## src/design/ljfq_pkg.sv

```systemverilog
// ----------------------------------------------------------------------------
// ljfq_pkg: shared types and constants of the longest-job-first scheduler
// Field widths, command and register codes, datapath operations, and the
// control/status structs that pass between the controller and the datapath.
// ----------------------------------------------------------------------------
package ljfq_pkg;

  // Field widths
  localparam int unsigned CMD_W    = 2;
  localparam int unsigned ID_W     = 6;
  localparam int unsigned KEY_W    = 16;
  localparam int unsigned SLICE_W  = 8;
  localparam int unsigned ID_SPACE = 64;

  // Default queue depth and matching count width
  localparam int unsigned MAX_TASKS_DEF = 64;
  localparam int unsigned CNT_W_DEF     = $clog2(MAX_TASKS_DEF + 1);

  // Configuration port
  localparam int unsigned APB_AW = 3;
  localparam int unsigned APB_DW = 32;

  localparam logic [SLICE_W-1:0] QUANTUM_RST = SLICE_W'(2);
  localparam logic               PREEMPT_RST = 1'b1;

  // Register index (paddr[2])
  localparam logic REG_QUANTUM = 1'b0;
  localparam logic REG_PREEMPT = 1'b1;

  typedef enum logic [CMD_W-1:0] {
    CMD_ENQUEUE = 2'd0,
    CMD_PICK    = 2'd1,
    CMD_TICK    = 2'd2,
    CMD_STEAL   = 2'd3
  } cmd_e;

  // Datapath operations issued by the controller
  typedef enum logic [3:0] {
    OP_NONE      = 4'd0,
    OP_LOAD      = 4'd1,
    OP_ENQ_BEGIN = 4'd2,
    OP_SHIFT     = 4'd3,
    OP_INS_AFTER = 4'd4,
    OP_INS_HEAD  = 4'd5,
    OP_POP_START = 4'd6,
    OP_POP       = 4'd7,
    OP_EMPTY     = 4'd8,
    OP_TICK      = 4'd9,
    OP_EMIT      = 4'd10
  } op_e;

  typedef struct packed {
    cmd_e             cmd;
    logic [ID_W-1:0]  task_id;
    logic [KEY_W-1:0] burst_left;
    logic             was_runnable;
    logic             idle_task;
    logic [KEY_W-1:0] current_burst_left;
  } item_t;

  typedef struct packed {
    logic [SLICE_W-1:0] quantum;
    logic               preemptive;
  } cfg_t;

  typedef struct packed {
    op_e op;
  } dp_cmd_t;

  typedef struct packed {
    cmd_e cmd;
    logic reject;
    logic empty;
    logic stop;
    logic idx_zero;
    logic out_free;
  } dp_status_t;

endpackage

```

## src/design/ljfq_cfg_regs.sv

```systemverilog
// ----------------------------------------------------------------------------
// ljfq_cfg_regs: configuration registers
// APB-style write/read access to the time slice length and preemption enable.
// ----------------------------------------------------------------------------
module ljfq_cfg_regs
  import ljfq_pkg::*;
(
  input  logic              clk_i,
  input  logic              rst_ni,
  input  logic              psel,
  input  logic              penable,
  input  logic              pwrite,
  input  logic [APB_AW-1:0] paddr,
  input  logic [APB_DW-1:0] pwdata,
  output logic [APB_DW-1:0] prdata,
  output logic              pready,
  output cfg_t              cfg_o
);

  logic [SLICE_W-1:0] quantum_q;
  logic               preempt_q;
  logic               wr_en;

  assign pready = 1'b1;
  assign wr_en  = psel && penable && pwrite;

  // Write on the access phase
  always_ff @(posedge clk_i or negedge rst_ni) begin
    if (!rst_ni) begin
      quantum_q <= QUANTUM_RST;
      preempt_q <= PREEMPT_RST;
    end else if (wr_en) begin
      unique case (paddr[2])
        REG_QUANTUM: quantum_q <= pwdata[SLICE_W-1:0];
        REG_PREEMPT: preempt_q <= pwdata[0];
        default: ;
      endcase
    end
  end

  // Return the addressed register
  always_comb begin
    unique case (paddr[2])
      REG_QUANTUM: prdata = {{(APB_DW-SLICE_W){1'b0}}, quantum_q};
      REG_PREEMPT: prdata = {{(APB_DW-1){1'b0}}, preempt_q};
      default:     prdata = '0;
    endcase
  end

  assign cfg_o.quantum    = quantum_q;
  assign cfg_o.preemptive = preempt_q;

endmodule

```

## config.mk

```make
export PLATFORM = sky130hd
export DESIGN_NAME = ljfq_cfg_regs
export DESIGN_NICKNAME = d
export VERILOG_FILES = /design/src/design/ljfq_pkg.sv /design/src/design/ljfq_cfg_regs.sv
export SDC_FILE = /design/constraint.sdc
export NUM_CORES = 1
export LEC_CHECK = 0
export BUFFER_PORTS_ARGS = -buffer_cell sky130_fd_sc_hd__buf_2
export CAP_MARGIN = 20
export CORE_MARGIN = 1.5
export CORE_UTILIZATION = 28
export DETAILED_ROUTE_END_ITERATION = 12
export GPL_TIMING_DRIVEN = 0
export PLACE_DENSITY = 0.74
export SLEW_MARGIN = 20
export SYNTH_ARGS = -nofsm -noshare
export SYNTH_HDL_FRONTEND = slang
export SYNTH_SLANG_ARGS = --single-unit
```

## constraint.sdc

```tcl
create_clock -name clk_i -period 0.8 [get_ports clk_i]
set_input_delay 0 -clock clk_i [delete_from_list [all_inputs] [get_ports clk_i]]
set_output_delay 0 -clock clk_i [all_outputs]
set_load 0.01 [all_outputs]
```

==> results of run 1 <==
[worst paths after layout]
check	cells past startpoint	to	slack, ns
min	3	preempt_q	0.12
max in group asynchronous	2	preempt_q	0.38
min reg2reg	1	quantum_q[2]	0.56
max	2	prdata[0]	-0.25
max reg2reg	2	quantum_q[4]	-0.08
min in group asynchronous	2	quantum_q[4]	0.17
[worst register-to-register path, stage by stage (launching register included)]
cell	delay, ns
dfrtp_1	0.39
buf_6	0.12
mux2_4	0.25
[cell usage in the layout, fill, tap and decap left out, drive strengths merged]
cell and n:
dfrtp 7, dlygate4sd3 9, conb 25, clkbuf 4, dfstp 2, nand4 1, nand4b 1, buf 61
and2b 7, mux2 10
[what timing repair did]
item                                   CTS  global route
setup endpoints to repair               13            21
endpoints found under the hold margin   18             0
setup buffers                            4             1
hold buffers                             9             0
resized for setup                       16             7
pin swaps                                0             0
[sequential cells by signal, summed over array words and instances, names as in the netlist]
signal,count
quantum_q,8
preempt_q,1
[metal layers]
layer	wire length, um	vias up	track usage (%)
li1	-	270	-
met1	550	246	12.14
met2	987	37	24.15
met3	155	0	2.632
met4	0	0	6.579
met5	0	-	0
[report_power, final]
| part | switching [mW] | internal [mW] | leakage, nW |
|---|---|---|---|
| clock | 0.162 | 0.192 | 0.0150 |
| combinational | 0.368 | 0.671 | 0.567 |
| sequential | 0.0729 | 0.573 | 0.105 |
| total | 0.603 | 1.44 | 0.687 |
[layout make-up]
cell class | count | area share [%]
plain buffers | 27 | 17.19
clock buffers | 4 | 2.188
multi-input cells | 44 | 26.67
flip-flops and latches | 9 | 18.96
well taps | 28 | 2.917
repair buffers | 43 | 32.08
[cell families (layout without fill, tap and decap cells)]
family                 Yosys count  in the layout
buffers and inverters           27             74
multiplexers                    10             10
flip-flops                       9              9
AND/OR/NAND/NOR                  9              9
other                            2             25
==> summary.md, run 1 <==
| Metric | Value |
|---|---|
| Syn avg cell area | 11.52 um^2 |
| Vias | 553 |
| Hold Startpoint | paddr[2] |
| Area of the multi-input gates | 320.3 um^2 |
| Die area | 2646 um^2 |
| Hold Crit Class | in2reg |
| Longest Clk Path Bufs | 2 |
| ANT cells | 0 |
| YS warnings | 0 |
| Crit path DAT | 1.05 ns |
| Fin crit share | 130.9% |
| Critical path required time | 0.80 ns |
| Drt drc | 0 |
| Failing checks | setup timing |
| Share of layout cells above drive strength 1 | 66.14% |
| Largest area contributor in the netlist | buf_4 |
| FMAX | 954.8 MHz |
| Hold Vio Cnt, Final | 0 |
| Core area | 2212 um^2 |
| PwrDens | 1698 nW/um^2 |
| TNS Setup | -2.589 ns |
| WS Path Type | reg2out |
| Worst Path Buf+Inv | 1 |
| Total wire length | 1.693 mm |
| Synth Area in Compound Gates | 0% |
| Simple-gate share of the synthesized area | 13.90% |
| Clock slew at reported path FFs | 0.06 ns |
| WL/cell | 10.92 um |
| Final Max Tran Viols | 0 |
| Global-route wire length before repair | 2.394 mm |
| Flip-flop and latch area | 227.7 um^2 |
| Synth-to-layout area growth | 82.86% |
| H-tree Lvls | 1 |
| Critical Path Start | quantum_q[0] |
| Initial antenna violation count | 0 |
| Mapped cell area | 656.9 um^2 |
| Area share of xor/xnor cells in the synthesized design | 0% |
| Antenna-violating nets left | 0 |
| IO Count | 82 |
| Max FO, Critical Path | 2 |
| Final Setup Violations | 21 |
| GRT Util Overall | 12.50% |
| Core Util, Final | 54.30% |
| Worst VDD drop | 0.001034 V |
| Unrepaired setup endpoints after global routing | yes |
| Initial Utilization | 29.69% |
| Cell total after placement | 137 |
| Clock Skew | 0 ns |
| MaxCap Viol Count | 0 |
| Vias in the first global route | 552 |
| Hold slack | 0.1185 ns |
| EDFF count, synth | 0 |
| Die width | 51.44 um |
| Sequential share of the synthesized area | 34.67% |
| Synth top area share | 29.71% |
| Mux cell area share after synthesis | 18.86% |
| Grt ovf | 0 |
| Layout Nets | 168 |
| Worst-path cell chain | mux2_4, buf_6 |
| Worst r2r src | quantum_q[4] |
| Final WS setup | -0.2473 ns |
| Minimum clock period | 1.047 ns |
| Static leakage | 0.6872 nW |
| Slowest-stage cell, CP | dfrtp_1 |
| CP peak stage delay | 0.39 ns |
| DRT iter0 DRCs | 5 |
| TritonCTS clock tree | built |
| Pre-CTS WS | -0.06957 ns |
| CP delay by family, top | flip-flops |
| Power Total | 2.040 mW |
| CP Launch Type | register |
| Routability cong. | 0.7064 |
| # rows | 17 |
| Adder-cell share of the synthesized area | 0% |
| Cells after synthesis | 57 |
| Drt pass-1 iters | 4 |
| # fillers | 194 |
| Primary FF master, synth | dfrtp_1 |
| DR vias/cell | 3.568 |
| Finished Cell Area | 1201 um^2 |
| DP Area | 923.4 um^2 |
| Clock root buffer master | clkbuf_4 |
| Ranking of synthesized cells by area | buf_4, dfrtp_1, mux2_2 |
| Synth top cells by count | buf_4, and2b_2, dfrtp_1, mux2_2, mux2_4 |
| Inserted Clock Buffers | 3 |
| CP endpoint kind | output pin |
| Clk sinks | 9 |
| Top-count cell post-synth | buf_4 |
| Non-filler cells, final | 155 |
| Async set-or-reset flop fraction in the synthesized netlist | 100.0% |
| Die Y | 51.44 um |
| Pin count of the biggest net entering global routing | 11 |
| IO buf count | 29 |
| Status | finished with violations |
| Largest family of logic cells by synthesized area | buffers and inverters |
| Flops & latches, synth | 9 |
| Unique masters post-synth | 10 |
| Clock Latency Late Sink | 0.26 ns |
(Power assumes the default switching activity.)
==> run 2: changes to the inputs <==
--- a/config.mk
+++ b/config.mk
@@ -5,6 +5,7 @@
 export SDC_FILE = /design/constraint.sdc
 export NUM_CORES = 1
 export LEC_CHECK = 0
+export ABC_AREA = 1
 export BUFFER_PORTS_ARGS = -buffer_cell sky130_fd_sc_hd__buf_2
 export CAP_MARGIN = 20
 export CORE_MARGIN = 1.5
==> run 2 against run 1 <==
The run still ends with setup timing left. First-iteration DRC count grew 120%. Sequential power is 4.0% lower. Die area fell by 0.54%. Synthesized cell count rose by 54%. Critical path depth increased by 1. Via count rose by 22%. Sequential share of layout area up 1.6 points. Non-clock buffer count rose by 1. Critical endpoint unchanged.
==> summary.md, run 2 <==
| Metric | Value |
|---|---|
| Longest Clk Path Bufs | 2 |
| Status | finished with violations |
| Global-route wire length before repair | 2.132 mm |
| Die Y | 51.30 um |
| Clock root buffer master | clkbuf_4 |
| WL/cell | 8.027 um |
| Inserted Clock Buffers | 3 |
| Pin count of the biggest net entering global routing | 11 |
| Layout Nets | 200 |
| Initial antenna violation count | 0 |
| Static leakage | 0.6903 nW |
| Worst r2r src | quantum_q[1] |
| Worst R2R Path Depth | 4 |
| Clk sinks | 9 |
| Final Max Tran Viols | 0 |
| Vias in the first global route | 514 |
| Largest family of logic cells by synthesized area | buffers and inverters |
| PwrDens | 1511 nW/um^2 |
| CP Launch Type | register |
| DR vias/cell | 3.604 |
| Hold Startpoint | penable |
| Total wire length | 1.501 mm |
| WHS Path Cells | 4 |
| Unique masters post-synth | 13 |
| Cells after synthesis | 88 |
| Async set-or-reset flop fraction in the synthesized netlist | 100.0% |
| Top-count cell post-synth | buf_4 |
| Max FFs per register | 8 |
| Vias | 674 |
| YS warnings | 0 |
| Finished Cell Area | 1106 um^2 |
| Primary FF master, synth | dfrtp_1 |
| Clock Latency Late Sink | 0.25 ns |
| Routability cong. | 0.7186 |
| ANT cells | 0 |
| Unrepaired setup endpoints after global routing | yes |
| Initial Utilization | 29.52% |
| Share of layout cells above drive strength 1 | 46.54% |
| Grt ovf | 0 |
| IO buf count | 30 |
| Antenna-violating nets left | 0 |
| Critical path required time | 0.80 ns |
| Mapped cell area | 653.1 um^2 |
| Crit path DAT | 1.04 ns |
| Final Setup Violations | 12 |
| EDFF count, synth | 0 |
| Synth Area in Compound Gates | 0% |
| WS Path Type | reg2out |
| DRT iter0 DRCs | 11 |
| Leading cell type in the layout, fill and taps excluded | buf_4 |
| Worst VDD drop | 0.001036 V |
| RR Endpoint | quantum_q[1] |
| FMAX | 960.7 MHz |
| DP Area | 924.6 um^2 |
| Synth-to-layout area growth | 69.35% |
| Most frequent cells in the layout | buf_4, buf_2, conb_1 |
| HPWL Detailed | 1.143 mm |
| Hold Crit Class | in2reg |
| Core area | 2212 um^2 |
| Sequential share of the synthesized area | 34.87% |
| Die width | 51.30 um |
| Pre-CTS WS | -0.01990 ns |
| Die area | 2631 um^2 |
| Most flops, register | quantum_q |
| Clock Skew | 0 ns |
| Largest area contributor in the netlist | buf_4 |
| Reg2reg setup slack | -0.10 ns |
| Worst hold path endpoint | preempt_q |
| Synth top area share | 29.89% |
| Minimum clock period | 1.041 ns |
| Clock slew at reported path FFs | 0.05 ns |
| IO Count | 82 |
| # rows | 17 |
| Fin crit share | 130.1% |
| Ranking of synthesized cells by area | buf_4, dfrtp_1, nand2_1 |
| TritonCTS clock tree | built |
| H-tree Lvls | 1 |
| Max FO, Critical Path | 3 |
| Adder-cell share of the synthesized area | 0% |
| Final WS setup | -0.2409 ns |
| Drt drc | 0 |
| Simple-gate share of the synthesized area | 28.16% |
| Area share of xor/xnor cells in the synthesized design | 0% |
| Failing checks | setup timing |
| Hold Vio Cnt, Final | 0 |
| Flops & latches, synth | 9 |
| Drt pass-1 iters | 4 |
| CP endpoint kind | output pin |
| Power Total | 1.671 mW |
| Mux cell area share after synthesis | 0% |
| MaxCap Viol Count | 0 |
| GRT Util Overall | 11.08% |
| Synth top cells by count | buf_4, nand2_1, nand3_1 |
| Biggest registers after layout | quantum_q x8, preempt_q x1 |
| Syn avg cell area | 7.422 um^2 |
run 2: stage by stage:
stage / utilization, % / hold slack, ns / TNS [ns] / instances
floorplan: - / -0.2956 / 0 / 111
global placement: 41.80 / -0.1462 / 0 / 169
detailed placement: 41.80 / -0.1405 / -0.07628 / 169
CTS: 48.64 / 0.05167 / -1.494 / 185
global route: 50.00 / 0.09492 / -2.271 / 187
finish: 50.00 / 0.06244 / -1.402 / 187
run 2: logic make-up after synthesis:
group,Yosys count
flip-flops,9
other,2
buffers and inverters,36
AND/OR/NAND/NOR,41
run 2: layer usage:
metal | part of all wire, % | track usage, % | up-vias
li1 | - | - | 359
met1 | 40 | 12.73 | 282
met2 | 52 | 19.26 | 33
met3 | 8.3 | 5.263 | 0
met4 | 0 | 1.316 | 0
met5 | 0 | 0 | -
run 2: layout make-up:
cell class                      instances  area (um^2)
Fill cell                             224         1106
Timing Repair Buffer                   44        300.3
Multi-Input combinational cell         66        282.8
Sequential cell                         9        227.7
Buffer                                 27        200.2
Tap cell                               28        35.03
Inverter                                9        33.78
Clock buffer                            4        26.28
run 2: how the worst max path moves through the flow:
stage	cells past startpoint	slack, ns	end	from
2_1_floorplan	2	0.06	prdata[1]	quantum_q[1]
3_3_place_gp	5	0.03	quantum_q[4]	paddr[2]
3_5_place_dp	5	-0.02	quantum_q[4]	paddr[2]
4_1_cts	3	-0.23	prdata[0]	preempt_q
5_1_grt	3	-0.28	prdata[1]	quantum_q[1]
6_report	3	-0.24	prdata[0]	preempt_q
run 2: worst max-delay path: stages (launching register included):
cell,delay (ns)
dfstp_2,0.55
nand2_2,0.05
nand2_1,0.07
buf_2,0.12
run 2: report_power, final:
part           switching [mW]  internal [mW]
clock network           0.136          0.191
registers              0.0640          0.556
logic                   0.339          0.385
run 2: what timing repair did:
action,in CTS,in global routing
gates resized for setup,2,5
setup endpoints to repair,15,18
pin swaps,3,4
hold endpoints to repair,18,0
hold buffers,9,0
buffers inserted,3,2
