**src/design/ljfq_pkg.sv**
```systemverilog
// ----------------------------------------------------------------------------
// ljfq_pkg: shared types and constants of the longest-job-first scheduler
// Field widths, command and register codes, datapath operations, and the
// control/status structs that pass between the controller and the datapath.
// ----------------------------------------------------------------------------
package ljfq_pkg;

  // Field widths
  localparam int unsigned CMD_W    = 2;
  localparam int unsigned ID_W     = 6;
  localparam int unsigned KEY_W    = 16;
  localparam int unsigned SLICE_W  = 8;
  localparam int unsigned ID_SPACE = 64;

  // Default queue depth and matching count width
  localparam int unsigned MAX_TASKS_DEF = 64;
  localparam int unsigned CNT_W_DEF     = $clog2(MAX_TASKS_DEF + 1);

  // Configuration port
  localparam int unsigned APB_AW = 3;
  localparam int unsigned APB_DW = 32;

  localparam logic [SLICE_W-1:0] QUANTUM_RST = SLICE_W'(2);
  localparam logic               PREEMPT_RST = 1'b1;

  // Register index (paddr[2])
  localparam logic REG_QUANTUM = 1'b0;
  localparam logic REG_PREEMPT = 1'b1;

  typedef enum logic [CMD_W-1:0] {
    CMD_ENQUEUE = 2'd0,
    CMD_PICK    = 2'd1,
    CMD_TICK    = 2'd2,
    CMD_STEAL   = 2'd3
  } cmd_e;

  // Datapath operations issued by the controller
  typedef enum logic [3:0] {
    OP_NONE      = 4'd0,
    OP_LOAD      = 4'd1,
    OP_ENQ_BEGIN = 4'd2,
    OP_SHIFT     = 4'd3,
    OP_INS_AFTER = 4'd4,
    OP_INS_HEAD  = 4'd5,
    OP_POP_START = 4'd6,
    OP_POP       = 4'd7,
    OP_EMPTY     = 4'd8,
    OP_TICK      = 4'd9,
    OP_EMIT      = 4'd10
  } op_e;

  typedef struct packed {
    cmd_e             cmd;
    logic [ID_W-1:0]  task_id;
    logic [KEY_W-1:0] burst_left;
    logic             was_runnable;
    logic             idle_task;
    logic [KEY_W-1:0] current_burst_left;
  } item_t;

  typedef struct packed {
    logic [SLICE_W-1:0] quantum;
    logic               preemptive;
  } cfg_t;

  typedef struct packed {
    op_e op;
  } dp_cmd_t;

  typedef struct packed {
    cmd_e cmd;
    logic reject;
    logic empty;
    logic stop;
    logic idx_zero;
    logic out_free;
  } dp_status_t;

endpackage

```
**src/design/ljfq_ctrl.sv**
```systemverilog
// ----------------------------------------------------------------------------
// ljfq_ctrl: scheduler controller
// One-hot state machine that sequences decode, sorted-insert walk, pop and
// result hand-off, issuing at most one datapath operation per cycle.
// ----------------------------------------------------------------------------
module ljfq_ctrl
  import ljfq_pkg::*;
(
  input  logic       clk_i,
  input  logic       rst_ni,
  input  logic       in_valid_i,
  output logic       in_ready_o,
  input  dp_status_t status_i,
  output dp_cmd_t    cmd_o
);

  typedef enum logic [5:0] {
    S_IDLE   = 6'b000001,
    S_DECODE = 6'b000010,
    S_SCAN   = 6'b000100,
    S_INSERT = 6'b001000,
    S_POP    = 6'b010000,
    S_FINISH = 6'b100000
  } state_e;

  state_e state_q, state_d;

  always_ff @(posedge clk_i or negedge rst_ni) begin
    if (!rst_ni) begin
      state_q <= S_IDLE;
    end else begin
      state_q <= state_d;
    end
  end

  // Next state and datapath operation
  always_comb begin
    state_d    = state_q;
    cmd_o.op   = OP_NONE;
    in_ready_o = 1'b0;
    unique case (state_q)
      S_IDLE: begin
        in_ready_o = 1'b1;
        if (in_valid_i) begin
          cmd_o.op = OP_LOAD;
          state_d  = S_DECODE;
        end
      end
      S_DECODE: begin
        unique case (status_i.cmd)
          CMD_ENQUEUE: begin
            if (status_i.reject) begin
              state_d = S_FINISH;
            end else begin
              cmd_o.op = OP_ENQ_BEGIN;
              state_d  = status_i.empty ? S_INSERT : S_SCAN;
            end
          end
          CMD_PICK, CMD_STEAL: begin
            if (status_i.empty) begin
              cmd_o.op = OP_EMPTY;
              state_d  = S_FINISH;
            end else begin
              cmd_o.op = OP_POP_START;
              state_d  = S_POP;
            end
          end
          CMD_TICK: begin
            cmd_o.op = OP_TICK;
            state_d  = S_FINISH;
          end
          default: state_d = S_FINISH;
        endcase
      end
      S_SCAN: begin
        // Stop at the first entry that stays ahead, else shift it up
        if (status_i.stop) begin
          cmd_o.op = OP_INS_AFTER;
          state_d  = S_FINISH;
        end else begin
          cmd_o.op = OP_SHIFT;
          state_d  = status_i.idx_zero ? S_INSERT : S_SCAN;
        end
      end
      S_INSERT: begin
        cmd_o.op = OP_INS_HEAD;
        state_d  = S_FINISH;
      end
      S_POP: begin
        cmd_o.op = OP_POP;
        state_d  = S_FINISH;
      end
      S_FINISH: begin
        if (status_i.out_free) begin
          cmd_o.op = OP_EMIT;
          state_d  = S_IDLE;
        end
      end
      default: state_d = S_IDLE;
    endcase
  end

endmodule

```
**config.mk**
```make
export PLATFORM = sky130hd
export DESIGN_NAME = ljfq_ctrl
export DESIGN_NICKNAME = d
export VERILOG_FILES = /design/src/design/ljfq_pkg.sv /design/src/design/ljfq_ctrl.sv
export SDC_FILE = /design/constraint.sdc
export NUM_CORES = 1
export LEC_CHECK = 0
export BUFFER_PORTS_ARGS = -buffer_cell sky130_fd_sc_hd__buf_4
export CAP_MARGIN = 20
export CORE_AREA = 5 5 42 44
export DETAILED_ROUTE_END_ITERATION = 7
export DIE_AREA = 0 0 47 49
export SYNTH_ARGS = -nofsm -noshare
export SYNTH_HDL_FRONTEND = slang
export SYNTH_SLANG_ARGS = --single-unit
```
**constraint.sdc**
```tcl
create_clock -name clk_i -period 5.4 [get_ports clk_i]
set_clock_uncertainty 0.2 [all_clocks]
set_input_delay 0.54 -clock clk_i [delete_from_list [all_inputs] [get_ports clk_i]]
set_output_delay 0.54 -clock clk_i [all_outputs]
set_load 0.02 [all_outputs]
```
==> metrics.md, run 1 <==
| Metric | Value |
|---|---|
| Status | `complete, no violations` |
| Layout cells sized above 1 | `34.3%` |
| Final setup viols | `0` |
| Final Cycle Share | `58.3%` |
| Post-synth cell types | `30` |
| # port buffers | `14` |
| Dominant cells by area after synthesis | `dfrtp_1, dfstp_2, o311ai_0` |
| DR WL met2 | `554 um` |
| Commonest non-fill, non-tap cells in the layout | `buf_4, inv_1, nand2_1, dfrtp_1` |
| Crit Path Max Fanout | `7` |
| CTS tree | `yes` |
| Slew Limit Fails | `0` |
| Most common cell after layout, fill and taps aside | `buf_4` |
| Total setup buffers inserted after CTS | `0` |
| Reg2Reg Setup Slack | `3.07 ns` |
| Commonest register cell after synthesis | `dfrtp_1` |
| Worst slew margin | `62.5%` |
| Syn Nets | `61` |
| Antenna cells | `0` |
| DRC Markers | `0` |
| Final nets | `81` |
| Hold Crit Class | `input pin to register` |
| Startpoint types | `register` |
| Critical path arrival | `2.41 ns` |
| Die Width | `47 um` |
| Slowest CP cell | `or4_1` |
| RR Endpoint | `state_q[2]` |
| Syn. warnings | `0` |
| Syn Inst Count | `51` |
| Routability congestion estimate | `0.732` |
| GRT overflow | `0` |
| CTS Buf Count | `3` |
| Post-synth top area share | `28.3%` |
| Final Hold Viols | `0` |
| Die area | `0.00230 mm2` |
| Leak | `0.297 nW` |
| R2r startpoint | `state_q[5]` |
| R2r worst-path depth | `4` |
| Worst Setup End Kind | `output pin` |
| Core area | `0.00140 mm2` |
| Die height | `49 um` |
| Cell accounting for the most synthesized area | `dfrtp_1` |
| Met1 WL | `503 um` |
| Max FFs per register | `6` |
| Seq cells post-synth | `6` |
| VDD IR max | `244 uV` |
| Ys async rst share | `100%` |
| Routed len/inst | `13.0 um` |
| RSZ-0062 raised after global routing | `false` |
| First-pass GRT wire length | `1840 um` |
| Routed length on met3 | `64 um` |
| Worst setup path class | `register to output pin` |
| Clock tree buffer depth | `2` |
| Setup TNS | `0 ns` |
| Crit path time final | `3.15 ns` |
| Syn_area_per_cell | `8.66 um2` |
| Tot GR Track Use | `10.8%` |
| Delay-heaviest family, CP | `simple AND/OR/NAND/NOR gates` |
| Vias | `457` |
| Fmax | `318 MHz` |
| Largest regs | `state_q (6)` |
| PD cells | `337 mW/mm2` |
| CP Depth | `5` |
| Final wirelength | `1120 um` |
| Critical Path RT | `4.66 ns` |
| Clock latency on the worst-skew pair | `0.24 ns` |
| Most flop-heavy register | `state_q` |
| # rows | `14` |
| Max cap viols | `0` |
| Initial antenna violation count | `0` |
| CP Buf/Inv Count | `1` |
| Launch point of the critical path | `state_q[5]` |
| Num ports | `15` |
| Worst-margin pin slew | `0.555 ns` |
| CTS clk-pin slew, worst paths | `0.05 ns` |
| Syn-to-layout area delta | `36.5%` |
| Worst setup path end | `cmd_o[1]` |
| Antenna viol nets, final | `0` |
| Cell Area, Synth | `442 um2` |
| Uppermost layer routed | `met3` |
| Largest net degree at the start of global routing | `9` |
| DR iter-0 viols | `4` |
| Min Hold Slack | `0.273 ns` |
| Starting Density | `31.5%` |
| H-tree Lvls | `1` |
| Initial DRT Pass Iterations | `4` |
| Largest stage delay on the critical path | `0.57 ns` |
| Post-synth EDFFs | `0` |
| CTS root buf | `clkbuf_4` |
| Vias in the first global route | `429` |
| Crit-path cells | `or4_1 > or3b_4 > or4_4 > nand4_1 > buf_4` |
| Vias per inst | `5.31` |
| Clock Sinks | `6` |
| Seq/Total Area, Yosys | `34.3%` |
| Post-DP HPWL | `863 um` |
## logic make-up (layout without fill, tap and decap cells)
group / count (synthesis) / count (layout) / share of synthesized area (%)
and+or+nand+nor: 24 / 24 / 32.6
xor gates and xnor gates: 1 / 1 / 1.98
DFF: 6 / 6 / 34.3
AOI/OAI and AO/OA: 13 / 13 / 23.8
buffers and inverters: 6 / 25 / 5.10
muxes: 1 / 1 / 2.27
## power breakdown
part           leakage (nW)  internal, mW  switching, mW
sequential           0.0790        0.0559         0.0132
clock                0.0150        0.0280         0.0162
combinational         0.203        0.0429         0.0472
total                 0.297         0.127         0.0766
## area by class of cell
cell class                 instances  area [um2]
inverter                           6        22.5
clock buffer                       4        26.3
sequential                         6         151
tap                               16        20.0
fill                             153         798
timing repair buffer              15         115
multi-input combinational         39         268
## routing by layer
metal,vias to the layer above,GRT usage [%]
met5,-,0
met4,0,5.53
met3,0,2.58
met2,13,16.3
met1,210,13.6
li1,234,-
## synthesized netlist by cell type (2+ instances only)
master    instances
dfrtp_1           5
inv_1             6
nand2_1           5
nand3_1           2
nand4_1           2
nor2_1            3
nor3b_1           2
o21ai_0           2
o311ai_0          3
## worst min path at each step
stage	cells after the start	startpoint	endpoint
floorplan	0	rst_ni	state_q[1]
global placement	1	rst_ni	state_q[3]
detailed placement	1	rst_ni	state_q[1]
CTS	2	status_i[1]	state_q[2]
global route	2	status_i[1]	state_q[2]
finish	2	status_i[1]	state_q[2]
## repair_timing
action                                 in CTS  in global routing
endpoints found under the hold margin       5                  0
gates resized for setup                     0                  0
hold buffers                                1                  0
## through the flow
step,area [um2],total power [mW],instances,utilization (%),worst slack (ns)
6_report,603,0.203,86,43.0,2.25
5_1_grt,603,0.217,86,43.0,2.17
4_1_cts,603,0.205,86,43.0,2.27
3_5_place_dp,567,0.159,81,40.4,2.55
3_3_place_gp,567,0.159,81,40.4,2.57
2_1_floorplan,442,0.123,51,-,2.45
## worst reg2reg max path, cell delays in order (launching register included)
cell,delay (ns)
dfrtp_1,0.44
or4_1,0.57
or3b_4,0.45
or4_4,0.46
o22ai_2,0.15
Note: power is estimated with default switching activity, not from simulation.
==> inputs of run 2 (changes only) <==
==> constraint.sdc (replaced) <==
create_clock -name clk_i -period 3 [get_ports clk_i]
set_clock_uncertainty 0.2 [all_clocks]
set_input_delay 0.3 -clock clk_i [delete_from_list [all_inputs] [get_ports clk_i]]
set_output_delay 0.3 -clock clk_i [all_outputs]
set_load 0.02 [all_outputs]
==> run 2 against run 1 <==
  * Largest cell class unchanged
  * First-iteration DRC count up 100%
  * Register-to-register slack lost 2.4 ns
  * Cell count did not move
  * Non-clock buffer count unchanged
  * Die area unchanged
  * Total power rose by 79%
  * Critical path depth did not move
  * Count of clock-buffer cells in the layout is the same
==> metrics.md, run 2 (same netlist as run 1, synthesis figures left out) <==
| Metric | Value |
|---|---|
| Post-DP HPWL | `886 um (+2.7%)` |
| Max cap viols | `0 (unchanged)` |
| Worst Setup End Kind | `output pin` |
| Clock latency on the worst-skew pair | `0.24 ns (about the same)` |
| Min Hold Slack | `0.0416 ns (-0.231 ns)` |
| Vias in the first global route | `402 (-6.3%)` |
| WHS Path Cells | `2 (unchanged)` |
| Antenna viol nets, final | `0 (unchanged)` |
| Hold Startpoint | `status_i[1]` |
| Initial antenna violation count | `0 (unchanged)` |
| Tot GR Track Use | `10.3% (-0.48 points)` |
| Layout cells sized above 1 | `34.3% (unchanged)` |
| Most common cell after layout, fill and taps aside | `buf_4` |
| CTS root buf | `clkbuf_4` |
| Leak | `0.297 nW (unchanged)` |
| Startpoint types | `register` |
| Vias | `470 (+2.8%)` |
| Setup TNS | `0 ns (unchanged)` |
| Worst setup path class | `register to output pin` |
| Slew Limit Fails | `0 (unchanged)` |
| Clock Sinks | `6 (unchanged)` |
| RSZ-0062 raised after global routing | `false` |
| Most flop-heavy register | `state_q` |
| Die area | `0.00230 mm2 (unchanged)` |
| Status | `complete, no violations` |
| Fmax | `348 MHz` |
| Clock tree buffer depth | `2 (unchanged)` |
| Delay-heaviest family, CP | `simple AND/OR/NAND/NOR gates` |
| Worst slew margin | `61.1% (-1.4 points)` |
| Crit-path cells | `or4_1 > or3b_4 > or4_4 > nand4_1 > buf_4` |
| GRT overflow | `0 (unchanged)` |
| Final setup viols | `0 (unchanged)` |
| Worst-margin pin slew | `0.576 ns (+0.0213 ns)` |
| Crit Path Max Fanout | `8 (+1)` |
| Critical path arrival | `2.37 ns (-0.04 ns)` |
| RR Endpoint | `state_q[2]` |
| CP Buf/Inv Count | `1 (unchanged)` |
| Crit path time final | `2.87 ns` |
| Initial DRT Pass Iterations | `4 (unchanged)` |
| Routability congestion estimate | `0.732 (about the same)` |
| Final Cell Area | `603 um2 (unchanged)` |
| Routed len/inst | `13.1 um (about the same)` |
| DRC Markers | `0 (unchanged)` |
| Final nets | `81 (unchanged)` |
| Post-Layout Cell Count | `86 (unchanged)` |
| Die Width | `47 um (unchanged)` |
| R2r worst-path depth | `4 (unchanged)` |
| R2r startpoint | `state_q[4]` |
| Commonest non-fill, non-tap cells in the layout | `buf_4, inv_1, nand2_1, dfrtp_1` |
| Final wirelength | `1120 um (about the same)` |
| DR iter-0 viols | `8 (+4)` |
| Syn-to-layout area delta | `36.5% (unchanged)` |
| Post-DP Area | `567 um2 (unchanged)` |
| Post-cts resize count | `0 (unchanged)` |
| Starting Density | `31.5% (unchanged)` |
| # rows | `14 (unchanged)` |
| # port buffers | `14 (unchanged)` |
| Largest regs | `state_q (6)` |
| CTS tree | `yes` |
| Final core occ | `43.0% (unchanged)` |
| Vias per inst | `5.47 (+2.8%)` |
| Largest stage delay on the critical path | `0.55 ns (-0.02 ns)` |
| Die height | `49 um (unchanged)` |
| CTS Buf Count | `3 (unchanged)` |
| Slowest CP cell | `or4_1` |
| Final Hold Viols | `0 (unchanged)` |
| Hold Crit Class | `input pin to register` |
| Hold path endpoint | `state_q[2]` |
| Reg2Reg Setup Slack | `0.68 ns (-2.39 ns)` |
| First-pass GRT wire length | `1750 um (-4.9%)` |
| VDD IR max | `420 uV (+72%)` |
| H-tree Lvls | `1 (unchanged)` |
| Antenna cells | `0 (unchanged)` |
| Num ports | `15 (unchanged)` |
| Final Cycle Share | `95.8%` |
| PD cells | `603 mW/mm2 (+79%)` |
| Max FFs per register | `6 (unchanged)` |
| Core area | `0.00140 mm2 (unchanged)` |
| Inst Count DP | `81 (unchanged)` |
| Largest net degree at the start of global routing | `9 (unchanged)` |
| CTS clk-pin slew, worst paths | `0.05 ns (about the same)` |
| Critical Path RT | `2.50 ns (-2.16 ns)` |
==> run 2: cell counts in the layout (fill, tap and decap cells not counted) <==
Identical to the previous run, type by type.
==> run 2: worst max path at each step <==
stage,start,to,slack [ns],cells past startpoint
6_report,state_q[4],cmd_o[1],0.13,5
5_1_grt,state_q[4],cmd_o[1],0.04,5
4_1_cts,state_q[5],cmd_o[1],0.13,5
3_5_place_dp,state_q[4],cmd_o[1],0.40,5
3_3_place_gp,state_q[4],cmd_o[1],0.41,5
2_1_floorplan,state_q[5],cmd_o[0],0.29,3
==> run 2: worst reg2reg max path: cells and delay by family (launching register included) <==
| kind | cells | cell delay (ns) |
|---|---|---|
| flip-flops | 1 | 0.44 |
| AO/OA/AOI/OAI | 1 | 0.16 |
| AND/OR/NAND/NOR | 3 | 1.44 |
==> run 2: report_power, final <==
part | total [mW] | switching, mW | internal, mW
sequential | 0.124 | 0.0236 | 0.101
combinational | 0.162 | 0.0849 | 0.0771
clock | 0.0772 | 0.0270 | 0.0502
==> run 2: layout make-up <==
class                   instances  area [um2]
clock buffers                   4        26.3
fillers                       146         798
inverters                       6        22.5
multi-input cells              39         268
flip-flops and latches          6         151
well taps                      16        20.0
repair buffers                 15         115
==> run 2: timing repair <==
item / in CTS / in global routing
endpoints found under the hold margin: 6 / 0
hold buffers: 1 / 0
setup buffers: 0 / 0
==> run 2: through the flow <==
stage                     power, mW  setup slack [ns]
after CTS                     0.367             0.128
after floorplan               0.222             0.286
after global placement        0.285             0.408
after global routing          0.384            0.0367
after detailed placement      0.286             0.397
final                         0.364             0.126
==> run 2: routing by layer <==
layer  global-route usage (%)  part of all wire, %  vias to the layer above
li1                         -                    -                      231
met3                     2.58                  6.9                        0
met5                        0                    0                        -
met4                     5.53                    0                        0
met2                     15.8                   51                       17
met1                     12.6                   43                      222
